### src/sv/sstf_pkg.sv
// Shared types and constants for the SSTF disk request scheduler.
package sstf_pkg;

    localparam int unsigned FieldBits = 16;

    typedef enum logic [1:0] {
        S_LOAD,
        S_SCAN,
        S_TAIL,
        S_PICK
    } t_state;

    typedef struct packed {
        logic [FieldBits-1:0] request_tag;
        logic [FieldBits-1:0] arrival_stamp;
        logic [FieldBits-1:0] target_cylinder;
        logic [FieldBits-1:0] owner_process;
        logic                 batch_end;
    } t_req;

    typedef struct packed {
        logic [FieldBits-1:0] served_tag;
        logic [FieldBits-1:0] served_stamp;
        logic [FieldBits-1:0] served_cylinder;
        logic [FieldBits-1:0] served_process;
        logic                 final_result;
    } t_rsp;

endpackage

### src/sv/sstf_if.sv
// Valid/ready channel interfaces for request and result items.
interface sstf_req_if;
    logic            valid;
    logic            ready;
    sstf_pkg::t_req  data;

    modport source (output valid, output data, input ready);
    modport sink   (input valid, input data, output ready);
endinterface

interface sstf_rsp_if;
    logic            valid;
    logic            ready;
    sstf_pkg::t_rsp  data;

    modport source (output valid, output data, input ready);
    modport sink   (input valid, input data, output ready);
endinterface

### src/sv/sstf_ram.sv
// Generic single-write, single-read RAM with registered read data.
module sstf_ram #(
    parameter int unsigned WIDTH = 8,
    parameter int unsigned DEPTH = 4
) (
    input  logic                                  i_clk,
    input  logic                                  i_wr_en,
    input  logic [(DEPTH > 1 ? $clog2(DEPTH) : 1)-1:0] i_wr_addr,
    input  logic [WIDTH-1:0]                      i_wr_data,
    input  logic                                  i_rd_en,
    input  logic [(DEPTH > 1 ? $clog2(DEPTH) : 1)-1:0] i_rd_addr,
    output logic [WIDTH-1:0]                      o_rd_data
);

    logic [WIDTH-1:0] r_mem [DEPTH];
    logic [WIDTH-1:0] r_rd_data;

    always_ff @(posedge i_clk) begin
        if (i_wr_en) begin
            r_mem[i_wr_addr] <= i_wr_data;
        end
        if (i_rd_en) begin
            r_rd_data <= r_mem[i_rd_addr];
        end
    end

    assign o_rd_data = r_rd_data;

endmodule

### src/sv/sstf_disk_request_scheduler.sv
// SSTF disk request scheduler: loads a batch, then emits it in nearest-cylinder order.
// Loading accepts one item per cycle in S_LOAD; an item without batch_end gives no result.
// Each result needs a scan of all n loaded entries through the store's read port,
// then S_TAIL and S_PICK; a batch of n gives n results, and S_PICK waits on a held result.
// Synchronous active-low reset clears state, load count, served flags, head and start
// register; the request store is not cleared and holds entries only once written.
module sstf_disk_request_scheduler #(
    parameter int unsigned MAX_REQUESTS = 32,
    parameter int unsigned CYL_BITS     = 16
) (
    input  logic                          i_clk,
    input  logic                          i_rst_n,
    input  logic                          i_cfg_wr_en,
    input  logic [sstf_pkg::FieldBits-1:0] i_cfg_wr_data,
    sstf_req_if.sink                      i_req,
    sstf_rsp_if.source                    o_rsp
);

    localparam int unsigned FB  = sstf_pkg::FieldBits;
    localparam int unsigned CW  = (CYL_BITS < FB) ? CYL_BITS : FB;
    localparam int unsigned EW  = 3 * FB + CW;
    localparam int unsigned AW  = (MAX_REQUESTS > 1) ? $clog2(MAX_REQUESTS) : 1;
    localparam int unsigned NW  = $clog2(MAX_REQUESTS + 1);
    localparam logic [NW-1:0] MaxCount = NW'(MAX_REQUESTS);

    sstf_pkg::t_state r_state, n_state;

    logic [NW-1:0]           r_count;
    logic [NW-1:0]           r_served;
    logic [NW-1:0]           r_scan_idx;
    logic [MAX_REQUESTS-1:0] r_flags;
    logic [CW-1:0]           r_head;
    logic [FB-1:0]           r_start_head;
    logic                    r_cmp_valid;
    logic [AW-1:0]           r_cmp_idx;
    logic                    r_found;
    logic [AW-1:0]           r_best_idx;
    logic [CW-1:0]           r_best_d;
    logic [EW-1:0]           r_best_entry;
    logic                    r_out_valid;
    sstf_pkg::t_rsp          r_out;

    logic          w_accept;
    logic          w_store;
    logic          w_rd_en;
    logic          w_pick;
    logic          w_final;
    logic          w_better;
    logic [EW-1:0] w_rd_data;
    logic [EW-1:0] w_wr_data;
    logic [CW-1:0] w_rd_cyl;
    logic [FB-1:0] w_rd_stamp;
    logic [FB-1:0] w_best_stamp;
    logic [CW-1:0] w_dist;

    assign w_accept = i_req.valid && i_req.ready;
    assign w_store  = w_accept && (r_count < MaxCount);
    assign w_final  = (r_served + NW'(1)) == r_count;

    assign w_wr_data = {i_req.data.request_tag, i_req.data.arrival_stamp,
                        i_req.data.target_cylinder[CW-1:0], i_req.data.owner_process};

    sstf_ram #(
        .WIDTH (EW),
        .DEPTH (MAX_REQUESTS)
    ) u_store (
        .i_clk     (i_clk),
        .i_wr_en   (w_store),
        .i_wr_addr (r_count[AW-1:0]),
        .i_wr_data (w_wr_data),
        .i_rd_en   (w_rd_en),
        .i_rd_addr (r_scan_idx[AW-1:0]),
        .o_rd_data (w_rd_data)
    );

    assign w_rd_cyl     = w_rd_data[FB +: CW];
    assign w_rd_stamp   = w_rd_data[FB + CW +: FB];
    assign w_best_stamp = r_best_entry[FB + CW +: FB];

    always_comb begin
        w_dist   = (w_rd_cyl >= r_head) ? (w_rd_cyl - r_head) : (r_head - w_rd_cyl);
        w_better = r_cmp_valid && !r_flags[r_cmp_idx] &&
                   (!r_found || (w_dist < r_best_d) ||
                    ((w_dist == r_best_d) && (w_rd_stamp < w_best_stamp)));
    end

    always_ff @(posedge i_clk) begin
        if (!i_rst_n) begin
            r_state <= sstf_pkg::S_LOAD;
        end else begin
            r_state <= n_state;
        end
    end

    always_comb begin
        n_state     = r_state;
        i_req.ready = 1'b0;
        w_rd_en     = 1'b0;
        w_pick      = 1'b0;
        unique case (r_state)
            sstf_pkg::S_LOAD: begin
                i_req.ready = 1'b1;
                if (w_accept && i_req.data.batch_end) begin
                    n_state = sstf_pkg::S_SCAN;
                end
            end
            sstf_pkg::S_SCAN: begin
                w_rd_en = 1'b1;
                if ((r_scan_idx + NW'(1)) == r_count) begin
                    n_state = sstf_pkg::S_TAIL;
                end
            end
            sstf_pkg::S_TAIL: begin
                n_state = sstf_pkg::S_PICK;
            end
            sstf_pkg::S_PICK: begin
                if (!r_out_valid || o_rsp.ready) begin
                    w_pick  = 1'b1;
                    n_state = w_final ? sstf_pkg::S_LOAD : sstf_pkg::S_SCAN;
                end
            end
            default: n_state = sstf_pkg::S_LOAD;
        endcase
    end

    always_ff @(posedge i_clk) begin
        if (!i_rst_n) begin
            r_count      <= '0;
            r_served     <= '0;
            r_scan_idx   <= '0;
            r_flags      <= '0;
            r_head       <= '0;
            r_start_head <= '0;
            r_cmp_valid  <= 1'b0;
            r_found      <= 1'b0;
            r_out_valid  <= 1'b0;
        end else begin
            if (i_cfg_wr_en) begin
                r_start_head <= i_cfg_wr_data;
            end

            if (w_store) begin
                r_count <= r_count + NW'(1);
            end
            if (w_accept && i_req.data.batch_end) begin
                r_head     <= r_start_head[CW-1:0];
                r_flags    <= '0;
                r_served   <= '0;
                r_scan_idx <= '0;
                r_found    <= 1'b0;
            end

            r_cmp_valid <= w_rd_en;
            r_cmp_idx   <= r_scan_idx[AW-1:0];
            if (w_rd_en) begin
                r_scan_idx <= r_scan_idx + NW'(1);
            end

            if (w_better) begin
                r_found      <= 1'b1;
                r_best_idx   <= r_cmp_idx;
                r_best_d     <= w_dist;
                r_best_entry <= w_rd_data;
            end

            if (w_pick) begin
                r_out_valid          <= 1'b1;
                r_out.served_tag      <= r_best_entry[2 * FB + CW +: FB];
                r_out.served_stamp    <= r_best_entry[FB + CW +: FB];
                r_out.served_cylinder <= FB'(r_best_entry[FB +: CW]);
                r_out.served_process  <= r_best_entry[FB-1:0];
                r_out.final_result    <= w_final;
                r_flags[r_best_idx]   <= 1'b1;
                r_head                <= r_best_entry[FB +: CW];
                r_served              <= r_served + NW'(1);
                r_scan_idx            <= '0;
                r_found               <= 1'b0;
                if (w_final) begin
                    r_count <= '0;
                end
            end else if (o_rsp.ready) begin
                r_out_valid <= 1'b0;
            end
        end
    end

    assign o_rsp.valid = r_out_valid;
    assign o_rsp.data  = r_out;

    a_count_bound: assert property (@(posedge i_clk) disable iff (!i_rst_n)
        r_count <= MaxCount)
        else $error("load count beyond store depth");

    a_pick_found: assert property (@(posedge i_clk) disable iff (!i_rst_n)
        (r_state == sstf_pkg::S_PICK) |-> r_found)
        else $error("pick without a candidate");

    a_pick_unserved: assert property (@(posedge i_clk) disable iff (!i_rst_n)
        (r_state == sstf_pkg::S_PICK) |-> !r_flags[r_best_idx])
        else $error("picked entry already served");

    a_served_bound: assert property (@(posedge i_clk) disable iff (!i_rst_n)
        (r_state != sstf_pkg::S_LOAD) |-> (r_served < r_count))
        else $error("served count reached load count while scheduling");

    a_batch_start: assert property (@(posedge i_clk) disable iff (!i_rst_n)
        (w_accept && i_req.data.batch_end) |=> (r_state == sstf_pkg::S_SCAN))
        else $error("batch end did not start a scan");

endmodule

### src/flat_wrapper.sv
// flat-port wrapper written by rule: the top's interface ports become plain ports
module sstf_disk_request_scheduler_flat 
#(
    parameter int unsigned MAX_REQUESTS = 32,
    parameter int unsigned CYL_BITS     = 16
)
  (i_clk, i_rst_n, i_cfg_wr_en, i_cfg_wr_data, i_req_valid, i_req_data, i_req_ready, o_rsp_valid, o_rsp_data, o_rsp_ready);
  sstf_req_if i_req_i ();
  sstf_rsp_if o_rsp_i ();
  input  logic i_clk;
  input  logic i_rst_n;
  input  logic i_cfg_wr_en;
  input  logic [sstf_pkg::FieldBits-1:0] i_cfg_wr_data;
  input wire logic [$bits(i_req_i.valid)-1:0] i_req_valid;
  input wire logic [$bits(i_req_i.data)-1:0] i_req_data;
  output wire logic [$bits(i_req_i.ready)-1:0] i_req_ready;
  output wire logic [$bits(o_rsp_i.valid)-1:0] o_rsp_valid;
  output wire logic [$bits(o_rsp_i.data)-1:0] o_rsp_data;
  input wire logic [$bits(o_rsp_i.ready)-1:0] o_rsp_ready;
  assign i_req_i.valid = i_req_valid;
  assign i_req_i.data = i_req_data;
  assign i_req_ready = i_req_i.ready;
  assign o_rsp_valid = o_rsp_i.valid;
  assign o_rsp_data = o_rsp_i.data;
  assign o_rsp_i.ready = o_rsp_ready;
  sstf_disk_request_scheduler #(.MAX_REQUESTS(MAX_REQUESTS), .CYL_BITS(CYL_BITS)) u_core (.i_clk(i_clk), .i_rst_n(i_rst_n), .i_cfg_wr_en(i_cfg_wr_en), .i_cfg_wr_data(i_cfg_wr_data), .i_req(i_req_i), .o_rsp(o_rsp_i));
endmodule
### config.mk
export PLATFORM = sky130hd
export DESIGN_NAME = sstf_disk_request_scheduler_flat
export DESIGN_NICKNAME = d
export VERILOG_FILES = /design/src/sv/sstf_pkg.sv /design/src/sv/sstf_if.sv /design/src/sv/sstf_ram.sv /design/src/sv/sstf_disk_request_scheduler.sv /design/src/flat_wrapper.sv
export SDC_FILE = /design/constraint.sdc
export NUM_CORES = 2
export LEC_CHECK = 0
export BUFFER_PORTS_ARGS = -buffer_cell sky130_fd_sc_hd__clkbuf_2
export CAP_MARGIN = 25
export CORE_AREA = 2 2 442 444
export DETAILED_ROUTE_END_ITERATION = 10
export DIE_AREA = 0 0 444 446
export PLACE_DENSITY = 0.66
export SLEW_MARGIN = 20
export SYNTH_ARGS = -nofsm -noshare
export SYNTH_HDL_FRONTEND = slang
export SYNTH_SLANG_ARGS = --single-unit
### constraint.sdc
create_clock -name i_clk -period 9.55 [get_ports i_clk]
set_clock_uncertainty 0.05 [all_clocks]
set_input_delay 0 -clock i_clk [delete_from_list [all_inputs] [get_ports i_clk]]
set_output_delay 0 -clock i_clk [all_outputs]
set_load 0.01 [all_outputs]
==> impl_metrics.json <==
{
  "outcome": "complete, no violations",
  "cp.required_ns": 10.00,
  "ioPinCount": 153,
  "cts.sinks": 2354,
  "grt_util_met2": 0.344,
  "path_max_fanout": 35,
  "cpPeakStageDelay_ns": 0.61,
  "die_y_um": 446,
  "num_vias": 42500,
  "cts_root_buffer": "clkbuf_16",
  "synth_top_area_share": 0.753,
  "yosys_warnings": 0,
  "clkLatencyLatePin_ns": 0.88,
  "synth_seq_cells": 2354,
  "rr_startpoint": "u_core.u_store.o_rd_data[16]",
  "finalSetupViolCount": 0,
  "grt_pass1_vias": 42600,
  "wl_per_cell_um": 30.1,
  "rsz0062_at_grt": "false",
  "period_share": 0.585,
  "p_leak_nw": 31.8,
  "antenna_found_initial": 17,
  "worst_setup_path_start_kind": "flip-flop",
  "port_buffers": 152,
  "gp_congestion": 0.821,
  "hold_path_class": "primary input to flip-flop",
  "cp.arrival_ns": 6.04,
  "gr-usage-all-layers": 0.216,
  "ys_seq_area_frac": 0.773,
  "synth.largest_area_cell": "edfxtp_1",
  "grt_max_degree": 132,
  "core_sq_um": 194000,
  "synth_area_leaders": "edfxtp_1 75%, mux4_2 16%, dfxtp_1 1.9%",
  "drt_first_iter_violations": 5022,
  "tightest_slew_ns": 1.14,
  "row_count": 162,
  "finish.net_count": 4510,
  "maxCapViolations": 0,
  "first_pass_iters": 6,
  "postCtsSetupRepairBufs": 0,
  "fin_ws_ns": 3.96,
  "endpoint_kind": "flip-flop",
  "ys_top_cells_by_count": "2267 x edfxtp_1, 648 x mux4_2, 151 x nor2_1",
  "slew_headroom": 0.239,
  "slowest_stage": "buf_4",
  "hold_violations": 0,
  "cts-resized-gates": 0,
  "cts_tree": "done",
  "path_cells": "inv_1, ha_1, inv_1, fa_1, a211oi_1, o21ai_1, a21boi_1, o21ai_1, o31a_1, mux2_1, xnor2_1, ha_1, nand4_1, nor4_1, o2111ai_1, a31o_1, nor2_4, buf_4",
  "crit_family": "compound AO/OA/AOI/OAI gates",
  "setup.worst_path.start": "u_core.u_store.o_rd_data[16]",
  "pre_cts_slack_ns": 3.99,
  "yosysUniqueCellTypes": 59,
  "drive_above_1_share": 0.287,
  "grtUsageMet1": 0.308,
  "path_clk_slew_ns": 0.06,
  "viasPerCell": 6.00,
  "numCtsBuffers": 226,
  "area_delta_synth_final_pct": 13.8,
  "crit_buf_inv": 3,
  "dieArea_sq_um": 198000,
  "grt-ovfl-total": 0,
  "avgSynthCellArea_sq_um": 22.8,
  "start_util": 0.467,
  "synthCells": 3959,
  "use_met3": 0.0454,
  "die_w_um": 444,
  "cellPowerDensity_nw_per_um2": 236,
  "netlist_area_sq_um": 90400,
  "htreeDepth": 4,
  "synth_edf_count": 2267,
  "max_freq_mhz": 179,
  "async_flop_share": 0,
  "synth.most_common_cell": "edfxtp_1",
  "drcViolationCount": 0,
  "hpwl_mm": 112,
  "fin_crit_ns": 5.59,
  "wl_mm": 213,
  "hold_start": "i_req_valid",
  "final_max_slew_viol_count": 0,
  "synth_flop_cell": "edfxtp_1",
  "grt_pass1_wl_mm": 306,
  "drtAntennaViolNets": 0,
  "tns_ns": 0,
  "synth_nets": 4118,
  "grt_most_used_layer": "met2",
  "crit_type": "flip-flop to flip-flop",
  "peakVddDrop_v": 0.000220,
  "cts_buffer_depth": 3
}
[per-stage QoR]
step                total power, mW  cell area (sq um)  std cells   util  hold WS [ns]
floorplan                      14.9              90400       3959      -        0.0489
global placement               15.9              94500       6542  0.488         0.185
detailed placement             15.9              94500       6543  0.488         0.191
CTS                            24.5             103000       7076  0.531         0.105
global route                   25.2             103000       7078  0.531         0.174
finish                         24.3             103000       7080  0.531         0.202
[area by class of cell]
cell class                 count  area [sq um]
antenna                        3          7.51
clock buffer                 292          6030
clock inverter               120          1090
fill                       14500         90700
inverter                      74           278
multi-input combinational   1333         19700
sequential                  2354         69800
tap                         2542          3180
timing repair buffer         362          2770
[placed cells by master, fill, tap and decap left out, drive strengths merged, types with 12 or more instances in the layout]
cell type	count
a21oi	55
edfxtp	2267
xnor2	18
inv	80
a22oi	13
nand3	17
nor2	151
mux4	648
buf	89
bufinv	12
xor2	17
o21ai	25
clkbuf	444
nand2	74
clkinv	94
dfxtp	87
mux2	66
dlygate4sd3	121
ha	71
a311oi	16
a21o	17
mux2i	34
[tightest hold or removal path: stages]
cell,delay (ns)
dlygate4sd3_1,0.53
clkbuf_2,0.13
nand2_1,0.18
nor4_1,0.08
nor2_1,0.08
nor2_1,0.04
[report_power, final]
group          internal (mW)  switching [mW]  total [mW]
logic                   1.82            1.94        3.76
registers               11.8           0.179        12.0
clock network           4.78            3.80        8.57
[sequential cells by signal, summed over array words and instances (netlist names), 5 cells and up]
| register | flops |
|---|---|
| u_core.r_flags | 32 |
| u_core.r_best_entry | 64 |
| u_core.u_store.r_mem | 2048 |
| u_core.r_start_head | 16 |
| u_core.r_best_d | 16 |
| u_core.r_best_idx | 5 |
| u_core.o_rsp.data | 65 |
| u_core.r_count | 6 |
| u_core.r_scan_idx | 6 |
| u_core.r_served | 6 |
| u_core.r_cmp_idx | 5 |
| u_core.u_store.o_rd_data | 64 |
| u_core.r_head | 16 |
[metal layers]
layer  wire length, um  part of all wire
met1             87500              0.41
met2            103000              0.48
met3             18100             0.085
met4              4610             0.022
met5                19          0.000089
[cell families after synthesis]
logic type,count (synthesis),synth area share
compound gates,172,0.0126
xor+xnor,35,0.00339
fa+ha+maj,73,0.0103
buf+inv,272,0.0128
flops,2354,0.773
mux,748,0.173
simple gates,305,0.0149
[path summary, 6_finish.rpt]
kind / depth (start not counted) / end / slack (ns)
setup / recovery: 18 / u_core.r_best_entry[12] / 3.96
hold / removal: 6 / u_core.r_count[5] / 0.20
setup reg to reg: 18 / u_core.r_best_entry[12] / 3.96
hold reg to reg: 0 / u_core.o_rsp.data[4] / 0.36
[repair_timing]
action,CTS,global route
hold buffers,121,0
endpoints found under the hold margin,2155,0
setup endpoints to repair,0,0
(Power assumes the default switching activity.)
